`config.mk`:
```
export PLATFORM = sky130hd
export DESIGN_NAME = http_chunked_body_decoder
export DESIGN_NICKNAME = d
export VERILOG_FILES = /design/src/hcbd_pkg.sv /design/src/hcbd_step.sv /design/src/hcbd_outbuf.sv /design/src/http_chunked_body_decoder.sv
export VERILOG_INCLUDE_DIRS = /design/src /design/src/src
export SDC_FILE = /design/constraint.sdc
export NUM_CORES = 1
export LEC_CHECK = 0
export BUFFER_PORTS_ARGS = -buffer_cell sky130_fd_sc_hd__buf_2
export CORE_MARGIN = 2
export CORE_UTILIZATION = 61
export DETAILED_ROUTE_END_ITERATION = 12
export MAX_ROUTING_LAYER = met4
export PLACE_DENSITY_LB_ADDON = 0.2
export SLEW_MARGIN = 20
export SYNTH_ARGS = -nofsm -noshare
export SYNTH_HDL_FRONTEND = slang
export SYNTH_SLANG_ARGS = --single-unit
```
`constraint.sdc`:
```
create_clock -name clk_i -period 2.8 [get_ports clk_i]
set_input_delay 0.14 -clock clk_i [delete_from_list [all_inputs] [get_ports clk_i]]
set_output_delay 0.14 -clock clk_i [all_outputs]
set_load 0.03 [all_outputs]
```
`src/http_chunked_body_decoder_defines.svh`:
```
// Assertion macros shared by the chunked body decoder modules.
`ifndef HTTP_CHUNKED_BODY_DECODER_DEFINES_SVH
`define HTTP_CHUNKED_BODY_DECODER_DEFINES_SVH

// Same-cycle implication, checked out of reset.
`define HCBD_ASSERT_NOW(lbl, ante, cons, msg) \
  lbl: assert property (@(posedge clk_i) disable iff (!rst_ni) (ante) |-> (cons)) \
    else $error(msg);

// Next-cycle implication, checked out of reset.
`define HCBD_ASSERT_NEXT(lbl, ante, cons, msg) \
  lbl: assert property (@(posedge clk_i) disable iff (!rst_ni) (ante) |=> (cons)) \
    else $error(msg);

`endif

```
`src/hcbd_pkg.sv`:
```
// Types, constants and helper functions for the chunked body decoder.
`timescale 1ns / 1ps
package hcbd_pkg;

  localparam int SizeBitsDef = 32;

  localparam logic [7:0] CharCr = 8'h0D;
  localparam logic [7:0] CharLf = 8'h0A;
  localparam logic [7:0] CharSp = 8'h20;
  localparam logic [7:0] CharTab = 8'h09;

  typedef enum logic [3:0] {
    PH_LEAD     = 4'd0,
    PH_DIGITS   = 4'd1,
    PH_REST     = 4'd2,
    PH_DATA     = 4'd3,
    PH_DATA_CR  = 4'd4,
    PH_DATA_LF  = 4'd5,
    PH_TRAILER  = 4'd6,
    PH_DONE_OK  = 4'd7,
    PH_DONE_ERR = 4'd8
  } hcbd_phase_e;

  typedef enum logic [1:0] {
    STATUS_BUSY = 2'd0,
    STATUS_OK   = 2'd1,
    STATUS_ERR  = 2'd2
  } hcbd_status_e;

  typedef struct packed {
    logic [7:0] body_byte;
    logic       final_byte;
  } hcbd_req_t;

  typedef struct packed {
    logic [7:0]   data_byte;
    logic         data_valid;
    hcbd_status_e status;
    logic         last;
  } hcbd_rsp_t;

  // Control part of the parser state; the size counter travels separately.
  typedef struct packed {
    hcbd_phase_e phase;
    logic        prev_cr;
    logic [1:0]  trailer_bytes;
  } hcbd_ctl_t;

  typedef struct packed {
    logic       ok;
    logic [3:0] val;
  } hcbd_hex_t;

  function automatic logic is_space(input logic [7:0] b);
    return (b == CharSp) || ((b >= CharTab) && (b <= CharCr));
  endfunction

  function automatic hcbd_hex_t hex_digit(input logic [7:0] b);
    hcbd_hex_t h;
    h = '0;
    if ((b >= 8'h30) && (b <= 8'h39)) begin
      h.ok  = 1'b1;
      h.val = 4'(b - 8'h30);
    end else if ((b >= 8'h61) && (b <= 8'h66)) begin
      h.ok  = 1'b1;
      h.val = 4'(b - 8'h57);
    end else if ((b >= 8'h41) && (b <= 8'h46)) begin
      h.ok  = 1'b1;
      h.val = 4'(b - 8'h37);
    end
    return h;
  endfunction

endpackage

```
`src/hcbd_step.sv`:
```
// Next-state and result logic for one body byte.
`timescale 1ns / 1ps
module hcbd_step import hcbd_pkg::*; #(
  parameter int SIZE_BITS = SizeBitsDef
) (
  input  hcbd_req_t              req_i,
  input  hcbd_ctl_t              ctl_q_i,
  input  logic [SIZE_BITS-1:0]   size_q_i,
  output hcbd_ctl_t              ctl_d_o,
  output logic [SIZE_BITS-1:0]   size_d_o,
  output hcbd_rsp_t              rsp_o
);

  hcbd_hex_t  hex;
  logic [7:0] b;
  logic       fail;
  logic       done;
  logic       halted;

  assign b   = req_i.body_byte;
  assign hex = hex_digit(b);

  always_comb begin
    ctl_d_o  = ctl_q_i;
    size_d_o = size_q_i;
    rsp_o    = '0;
    fail     = 1'b0;
    done     = 1'b0;
    halted   = 1'b0;
    unique case (ctl_q_i.phase)
      PH_LEAD, PH_DIGITS, PH_REST: begin
        if (ctl_q_i.prev_cr && (b == CharLf)) begin
          ctl_d_o.prev_cr = 1'b0;
          if (ctl_q_i.phase == PH_LEAD) begin
            fail = 1'b1;
          end else if (size_q_i == '0) begin
            ctl_d_o.phase         = PH_TRAILER;
            ctl_d_o.trailer_bytes = 2'd0;
          end else begin
            ctl_d_o.phase = PH_DATA;
          end
        end else begin
          if (ctl_q_i.phase == PH_LEAD) begin
            if (!is_space(b)) begin
              if (!hex.ok) begin
                fail = 1'b1;
              end else begin
                size_d_o      = SIZE_BITS'(hex.val);
                ctl_d_o.phase = PH_DIGITS;
              end
            end
          end else if (ctl_q_i.phase == PH_DIGITS) begin
            if (!hex.ok) begin
              ctl_d_o.phase = PH_REST;
            end else if (|size_q_i[SIZE_BITS-1 -: 4]) begin
              // another digit would overflow the size field
              fail = 1'b1;
            end else begin
              size_d_o = {size_q_i[SIZE_BITS-5:0], hex.val};
            end
          end
          ctl_d_o.prev_cr = (b == CharCr);
        end
      end
      PH_DATA: begin
        rsp_o.data_byte  = b;
        rsp_o.data_valid = 1'b1;
        size_d_o         = size_q_i - SIZE_BITS'(1);
        if (size_q_i == SIZE_BITS'(1)) begin
          ctl_d_o.phase = PH_DATA_CR;
        end
      end
      PH_DATA_CR: begin
        if (b == CharCr) begin
          ctl_d_o.phase = PH_DATA_LF;
        end else begin
          fail = 1'b1;
        end
      end
      PH_DATA_LF: begin
        if (b == CharLf) begin
          ctl_d_o.phase   = PH_LEAD;
          ctl_d_o.prev_cr = 1'b0;
          size_d_o        = '0;
        end else begin
          fail = 1'b1;
        end
      end
      PH_TRAILER: begin
        if (ctl_q_i.prev_cr && (b == CharLf)) begin
          ctl_d_o.prev_cr = 1'b0;
          // a line holding only CR ends the message
          done                  = (ctl_q_i.trailer_bytes == 2'd1);
          ctl_d_o.trailer_bytes = 2'd0;
        end else begin
          if (ctl_q_i.trailer_bytes != 2'd3) begin
            ctl_d_o.trailer_bytes = ctl_q_i.trailer_bytes + 2'd1;
          end
          ctl_d_o.prev_cr = (b == CharCr);
        end
      end
      PH_DONE_OK: begin
        halted       = 1'b1;
        rsp_o.status = STATUS_OK;
      end
      default: begin
        halted       = 1'b1;
        rsp_o.status = STATUS_ERR;
      end
    endcase

    if (!halted) begin
      if (done) begin
        ctl_d_o.phase = PH_DONE_OK;
        rsp_o.status  = STATUS_OK;
        rsp_o.last    = 1'b1;
      end else if (fail || req_i.final_byte) begin
        ctl_d_o.phase = PH_DONE_ERR;
        rsp_o.status  = STATUS_ERR;
        rsp_o.last    = 1'b1;
      end
    end
  end

endmodule

```
`src/hcbd_outbuf.sv`:
```
// Result register with a skid stage between parser and receiver.
`timescale 1ns / 1ps
`include "http_chunked_body_decoder_defines.svh"
module hcbd_outbuf import hcbd_pkg::*; (
  input  logic      clk_i,
  input  logic      rst_ni,
  input  logic      push_valid_i,
  input  hcbd_rsp_t push_rsp_i,
  output logic      push_stall_o,
  output logic      out_valid_o,
  input  logic      out_stall_i,
  output hcbd_rsp_t out_rsp_o
);

  logic      out_valid_q, out_valid_d;
  logic      skid_valid_q, skid_valid_d;
  hcbd_rsp_t out_rsp_q, out_rsp_d;
  hcbd_rsp_t skid_rsp_q, skid_rsp_d;
  logic      push;
  logic      pop;

  assign push_stall_o = skid_valid_q;
  assign push         = push_valid_i && !skid_valid_q;
  assign pop          = out_valid_q && !out_stall_i;
  assign out_valid_o  = out_valid_q;
  assign out_rsp_o    = out_rsp_q;

  always_comb begin
    out_valid_d  = out_valid_q;
    out_rsp_d    = out_rsp_q;
    skid_valid_d = skid_valid_q;
    skid_rsp_d   = skid_rsp_q;
    if (!out_valid_q || pop) begin
      // drain the skid first to keep order
      out_valid_d  = skid_valid_q || push;
      out_rsp_d    = skid_valid_q ? skid_rsp_q : push_rsp_i;
      skid_valid_d = 1'b0;
    end else if (push) begin
      skid_valid_d = 1'b1;
      skid_rsp_d   = push_rsp_i;
    end
  end

  always_ff @(posedge clk_i or negedge rst_ni) begin
    if (!rst_ni) begin
      out_valid_q  <= 1'b0;
      skid_valid_q <= 1'b0;
    end else begin
      out_valid_q  <= out_valid_d;
      skid_valid_q <= skid_valid_d;
    end
  end

  always_ff @(posedge clk_i) begin
    out_rsp_q  <= out_rsp_d;
    skid_rsp_q <= skid_rsp_d;
  end

  `HCBD_ASSERT_NOW(a_skid_behind_out, skid_valid_q, out_valid_q, "skid holds data with output empty")
  `HCBD_ASSERT_NEXT(a_stalled_push_skids, out_valid_q && out_stall_i && push, skid_valid_q, "stalled request was not parked")
  `HCBD_ASSERT_NEXT(a_skid_drains, skid_valid_q && !out_stall_i, !skid_valid_q, "skid not drained on pop")

endmodule

```
`src/http_chunked_body_decoder.sv`:
```
// Top level of the chunked transfer body decoder.
// Usage:
//   Input channel in_valid_i / in_stall_o / in_req_i carries one body byte per
//   request with a final_byte flag on the last byte available. Output channel
//   out_valid_o / out_stall_i / out_rsp_o returns exactly one result per input
//   byte: the payload byte with data_valid when it belongs to a chunk, the
//   status (in progress, complete, malformed) and last on the ending byte.
//   An accepted byte's result is registered in the output register, or in the
//   skid stage while a stall holds it. Throughput is one byte per cycle while
//   the receiver does not stall: the parser state updates in the accepting
//   cycle through a single digit shift or size decrement.
//   When the receiver stalls, the output register holds and a one-entry skid
//   stage takes one more result; in_stall_o rises while the skid is full.
//   Reset clears the parser to the start of a size line, the size counter to
//   zero and both result stages to empty. After completion or failure the
//   block keeps answering each byte with the final status and last low until
//   the next reset.
`timescale 1ns / 1ps
`include "http_chunked_body_decoder_defines.svh"
module http_chunked_body_decoder import hcbd_pkg::*; #(
  parameter int SIZE_BITS = SizeBitsDef
) (
  input  logic      clk_i,
  input  logic      rst_ni,
  input  logic      in_valid_i,
  output logic      in_stall_o,
  input  hcbd_req_t in_req_i,
  output logic      out_valid_o,
  input  logic      out_stall_i,
  output hcbd_rsp_t out_rsp_o
);

  hcbd_ctl_t            ctl_q, ctl_d;
  logic [SIZE_BITS-1:0] size_q, size_d;
  hcbd_rsp_t            step_rsp;
  logic                 accept;

  assign accept = in_valid_i && !in_stall_o;

  hcbd_step #(
    .SIZE_BITS(SIZE_BITS)
  ) u_step (
    .req_i   (in_req_i),
    .ctl_q_i (ctl_q),
    .size_q_i(size_q),
    .ctl_d_o (ctl_d),
    .size_d_o(size_d),
    .rsp_o   (step_rsp)
  );

  hcbd_outbuf u_outbuf (
    .clk_i       (clk_i),
    .rst_ni      (rst_ni),
    .push_valid_i(in_valid_i),
    .push_rsp_i  (step_rsp),
    .push_stall_o(in_stall_o),
    .out_valid_o (out_valid_o),
    .out_stall_i (out_stall_i),
    .out_rsp_o   (out_rsp_o)
  );

  always_ff @(posedge clk_i or negedge rst_ni) begin
    if (!rst_ni) begin
      ctl_q.phase         <= PH_LEAD;
      ctl_q.prev_cr       <= 1'b0;
      ctl_q.trailer_bytes <= 2'd0;
      size_q              <= '0;
    end else if (accept) begin
      ctl_q  <= ctl_d;
      size_q <= size_d;
    end
  end

  `HCBD_ASSERT_NOW(a_data_nonzero, ctl_q.phase == PH_DATA, size_q != '0, "data phase with zero remaining")
  `HCBD_ASSERT_NOW(a_payload_in_data, step_rsp.data_valid, ctl_q.phase == PH_DATA, "payload flagged outside chunk data")
  `HCBD_ASSERT_NEXT(a_end_sticks, accept && step_rsp.last, ctl_q.phase == PH_DONE_OK || ctl_q.phase == PH_DONE_ERR, "message end did not stick")

endmodule
```
---- Word level (Yosys, flattened, before mapping) ----
Index checks and enable logic that the tools add are counted.
word-level totals
  bits of input ports ..................... 13
  logic and storage cells ................. 133
  register bits after elaboration ......... 65
  output and inout bits ................... 14
operators by class
  bitwise gates (word level) .............. 1
  magnitude comparators ................... 8
  equal/unequal tests ..................... 23
  reduce and logical (&&, ||, !) cells .... 27
  add/sub/neg operators ................... 5
  multiplexer cells ....................... 55
operator list
  cell                   number
  $mux 32                8
  $pmux 32 s3            1
  $mux 4                 11
  $eq 32x1->1 const B    1
  $logic_not 32->1       1
  $sub 32x1->32 const B  1
  $mux 5                 5
  $eq 4x3->1 const B     4
  $eq 8x4->1 const B     2
  $ge 8x7->1 const B     2
  $le 8x7->1 const B     2
  $pmux 4 s4             1
  $mux 3                 5
  $mux 1                 14
  $mux 12                1
  $mux 9                 1
  $eq 4x2->1 const B     2
  $eq 8x6->1 const B     1
  $ge 8x4->1 const B     1
  $ge 8x6->1 const B     1
  $le 8x4->1 const B     1
  $le 8x6->1 const B     1
  $mux 2                 4
  $ne 2x1->1 const B     4
  25 further kinds       44

---- Longest topological paths before layout ----
  word-level depth ........................ 15
  depth in mapped cells ................... 9
  depth with buffers taken out ............ 8

---- By module ----
A second synthesis with hierarchy kept.
unflattened totals
  cells, all modules ...................... 456
  area total of the unflattened synthesis .. 4519.3 um2
modules (own cells, without submodules)
  module                     times used  area each (um2)  cells each  seq. area each (um2)
  hcbd_step                  1           2008.2           329         0.0
  http_chunked_body_decoder  1           1512.7           83          975.9
  hcbd_outbuf                1           998.5            44          770.7

---- Least setup slack after synthesis ----
Ideal clock, no wire load.
  path type ............................... register to register
  start ................................... reg size_q[6]
  end ..................................... reg size_q[26]
  arrival time ............................ 2028 ps
  path buffers ............................ 0
  path slack .............................. 640 ps
  clock period less this slack ............ 2160 ps
  setup time .............................. 132 ps
  stages on the path, launching flop included .. 7
  data required time ...................... 2668 ps
  cells stage by stage .................... dfrtp_1 -> or4_4 -> or4b_4 -> nor3b_4 -> a21oi_1 -> o21ai_1 -> o21ai_1
on the way
  word-level cells in the longest chain between the ends .. 2
RTL lines
  item                    line                             RTL
  from (decl)             http_chunked_body_decoder.sv:34  logic [SIZE_BITS-1:0] size_q, size_d;
  from (signal assigned)  http_chunked_body_decoder.sv:70  size_q <= size_d;
  $sub 32x1->32           hcbd_step.sv:68                  size_d_o = size_q_i - SIZE_BITS'(1);
  $pmux 32 s3             hcbd_step.sv:30                  unique case (ctl_q_i.phase)
No other way between the ends.
A chain may end at the register's enable or synchronous reset.

---- Final worst setup path ----
  start ................................... reg size_q[0]
  end ..................................... reg ctl_q[1] (netlist bit)
on the way
  word-level cells in the longest chain between the ends .. 3
RTL lines
  item                               line                             RTL
  $logic_not 32->1                   hcbd_step.sv:36                  end else if (size_q_i == '0) begin
  $ne 2x1->1 (no source line)        n/a
  $reduce_and 6->1 (no source line)  n/a
  to (signal assigned)               http_chunked_body_decoder.sv:69  ctl_q <= ctl_d;
  to (decl)                          http_chunked_body_decoder.sv:33  hcbd_ctl_t ctl_q, ctl_d;
No other way between the ends.

==> impl_metrics.csv <==
group,metric,value,unit
timing,setup_tns,0,ns
logic_synthesis,synth_nets,457,
logic_synthesis,synth_cells,435,
placed_design,portBuffers,26,
timing,worst_slew_pin_slew,0.9388,ns
timing,period_needed,2.423,ns
clock_tree,cts.path.max_buffers,2,
pwr,p_switching,1.196,mW
pwr,leakagePower,1.809,nW
finish,most-common-layout-cells,"45 x o21ai_1, 42 x nor2_1, 41 x dfrtp_1",
critical_path,r2r_cells,8,
timing,setup_viol,0,
logic_synthesis,synth_edf_count,24,
critical_path,cp-end-kind,"register",
critical_path,critical_path_class,"reg2reg",
timing,final_max_slew_viol_count,0,
finish,layout-drive-gt1-share,0.1851,
detailed_routing,first_pass_iters,4,
logic_synthesis,synth.distinct_cells,63,
critical_path,worst-r2r-setup-slack,0.38,ns
critical_path,cp_max_fo,7,
pwr,clockPowerShare,0.251,
floorplan,die-area,7314,µm²
finish,diodes,0,
critical_path,cp.required,3.03,ns
grt,grt_max_degree,65,
placed_design,dpl.hpwl,6993,µm
clock_tree,cts_buffers,9,
timing,period_share,0.8652,
detailed_routing,first_iter_violations,253,
logic_synthesis,ys_seq_elements,65,
pwr,p_per_area,696.4,nW/µm²
detailed_routing,wire_per_inst,18.82,µm
pwr,ir_drop,0.5176,mV
finish,fin_nets,487,
finish,area_growth,11.57,%
grt,met3_usage,0.05294,
clock_tree,clk_latency,0.36,ns
grt,grt_util_met1,0.3792,
grt,grtUsageTotal,0.3052,
run,drv_cap,0,
clock_tree,cts_root_buffer,"clkbuf_8",
finish,final_common_cell,"o21ai_1",
grt,grt_pass1_vias,3578,
timing,timing.final.ws_setup,0.3775,ns
floorplan,row_count,29,
timing,relSlewSlack,0.3741,
detailed_routing,finalWirelength,10290,µm
clock_tree,htreeDepth,3,
pwr,p_int,1.954,mW
clock_tree,cts_tree,"yes",
clock_tree,clock_sinks,65,
critical_path,worstReg2RegEnd,"ctl_q[1]",
logic_synthesis,netlist_area,4054,µm²
critical_path,reg2reg_from,"size_q[0]",
critical_path,cp-start-kind,"register",
floorplan,core,6386,µm²
grt,busiest_layer,"met2",
pwr,swShare,0.3795,
grt,grt_overflow,0,
timing,hold_violations,0,
logic_synthesis,avgSynthCellArea,9.319,µm²
grt,grt_pass1_wl,17110,µm
detailed_routing,vias_per_cell,6.737,
critical_path,startpoint,"size_q[0]",
logic_synthesis,yosysWarnings,0,
grt,grt_antenna_before_repair,0,
pwr,power_frac_seq,0.408,
critical_path,endpoint,"ctl_q[1]",
pwr,comb_power_share,0.341,
placed_design,globalplace.congestion,0.9642,
status,status,"finished clean",
floorplan,die_x,85.52,µm
detailed_routing,drtAntennaViolNets,0,
floorplan,io_pins,27,
floorplan,die_h,85.52,µm
placed_design,pre_cts_ws,0.2556,ns
critical_path,cp.arrival,2.65,ns
timing,skew,0.008361,ns
logic_synthesis,ys_async_sr_fraction,0.6308,
hold_path,hp-class,"in2reg",
logic_synthesis,synth_flop_cell,"dfrtp_1",
grt,use_met2,0.4964,
clock_tree,path_clk_slew,0.08,ns
clock_tree,post_cts_resized,0,
detailed_routing,drc,0,
timing,fmax,412.8,MHz
timing,grt_setup_unrepaired,"no",
detailed_routing,dr_total_vias,3685,
floorplan,initial_utilization,0.6348,
logic_synthesis,ys_seq_area_frac,0.4309,
==> worst min-delay path by stage <==
stage          cells after the start                    to  slack (ns)       start
2_1_floorplan                      0              ctl_q[0]       -0.16      rst_ni
3_3_place_gp                       1             size_q[7]        0.32      rst_ni
3_5_place_dp                       1             size_q[7]        0.34      rst_ni
4_1_cts                            3  u_outbuf.out_valid_o        0.01  in_valid_i
5_1_grt                            3  u_outbuf.out_valid_o        0.05  in_valid_i
6_report                           3  u_outbuf.out_valid_o        0.01  in_valid_i
==> worst max-delay path, cell delays in order (launching register included) <==
cell     delay, ns
dfrtp_1       0.46
inv_1         0.11
ha_1          0.24
nor3b_1       0.28
or4b_4        0.57
nor3_2        0.14
a21oi_1       0.12
a21oi_1       0.23
o22ai_1       0.13
==> power groups by stage <==
stage	Sequential [mW]	Combinational, mW	Clock [mW]
after floorplan	1.28	0.718	0
after global placement	1.29	1.03	0
after detailed placement	1.30	1.05	0
after CTS	1.28	1.06	0.794
after global routing	1.30	1.17	0.833
final	1.28	1.08	0.790
==> state kept, by name (all words and copies together), names as in the netlist <==
signal and count:
u_outbuf.skid_rsp_q 12, u_outbuf.out_valid_o 1, u_outbuf.out_rsp_o 12, u_outbuf.push_stall_o 1, size_q 32, ctl_q 7
==> metal layers <==
metal	share of wire	wire length, µm
met3	0.065	669
met2	0.49	5024
met1	0.42	4354
met5	0	0
met4	0.024	244
==> timing repair <==
item,in CTS,in global routing
hold buffers,1,0
buffers inserted,0,0
hold endpoints to repair,41,0
==> cell usage after synthesis, types with 4 or more instances <==
library cell	count	area (µm²)
nor3_1	8	40.04
inv_1	14	52.55
a32oi_1	11	96.34
o22ai_1	6	37.54
a22oi_1	11	82.58
nand2_1	22	82.58
a21oi_1	30	150.1
a41oi_1	4	35.03
o21ai_1	46	230.2
edfxtp_1	24	720.7
nor2b_1	5	31.28
mux2_2	8	90.09
nand2b_1	7	43.79
nand4_1	5	31.28
o21ai_0	17	85.08
nand3b_1	4	30.03
buf_2	6	30.03
nor4_1	7	43.79
nor3_2	5	50.05
ha_1	9	112.6
clkbuf_1	15	56.30
and3_1	5	31.28
nand3_1	11	55.05
and2_1	9	56.30
dfrtp_1	41	1026
nor2_1	42	157.7
==> area by class of cell <==
type,count,area [µm²]
Clock buffer,10,127.6
Sequential cell,65,1747
Multi-Input combinational cell,332,2168
Fill cell,496,1863
Clock inverter,6,58.81
Timing Repair Buffer,43,272.8
Inverter,14,52.55
Tap cell,77,96.34
==> per-stage QoR <==
step                      cell area, µm²    util  hold WS, ns  power, mW  std cells
after global placement              4327  0.6775       0.3231      2.322        530
after CTS                           4523  0.7083      0.01302      3.134        547
after floorplan                     4054       -      -0.1556      1.998        435
after detailed placement            4327  0.6775       0.3376      2.348        530
final                               4523  0.7083      0.01132      3.150        547
after global routing                4523  0.7083      0.04574      3.307        547
==> kinds of logic after synthesis <==
group                      count (synthesis)  synth area share
AOI/OAI and AO/OA                        156            0.2429
xor gates and xnor gates                   2          0.004322
adders and majority gates                  9           0.02778
buffers and inverters                     38           0.03704
DFF                                       65            0.4309
muxes                                     10           0.02716
and+or+nand+nor                          155            0.2299
(Power assumes the default switching activity.)
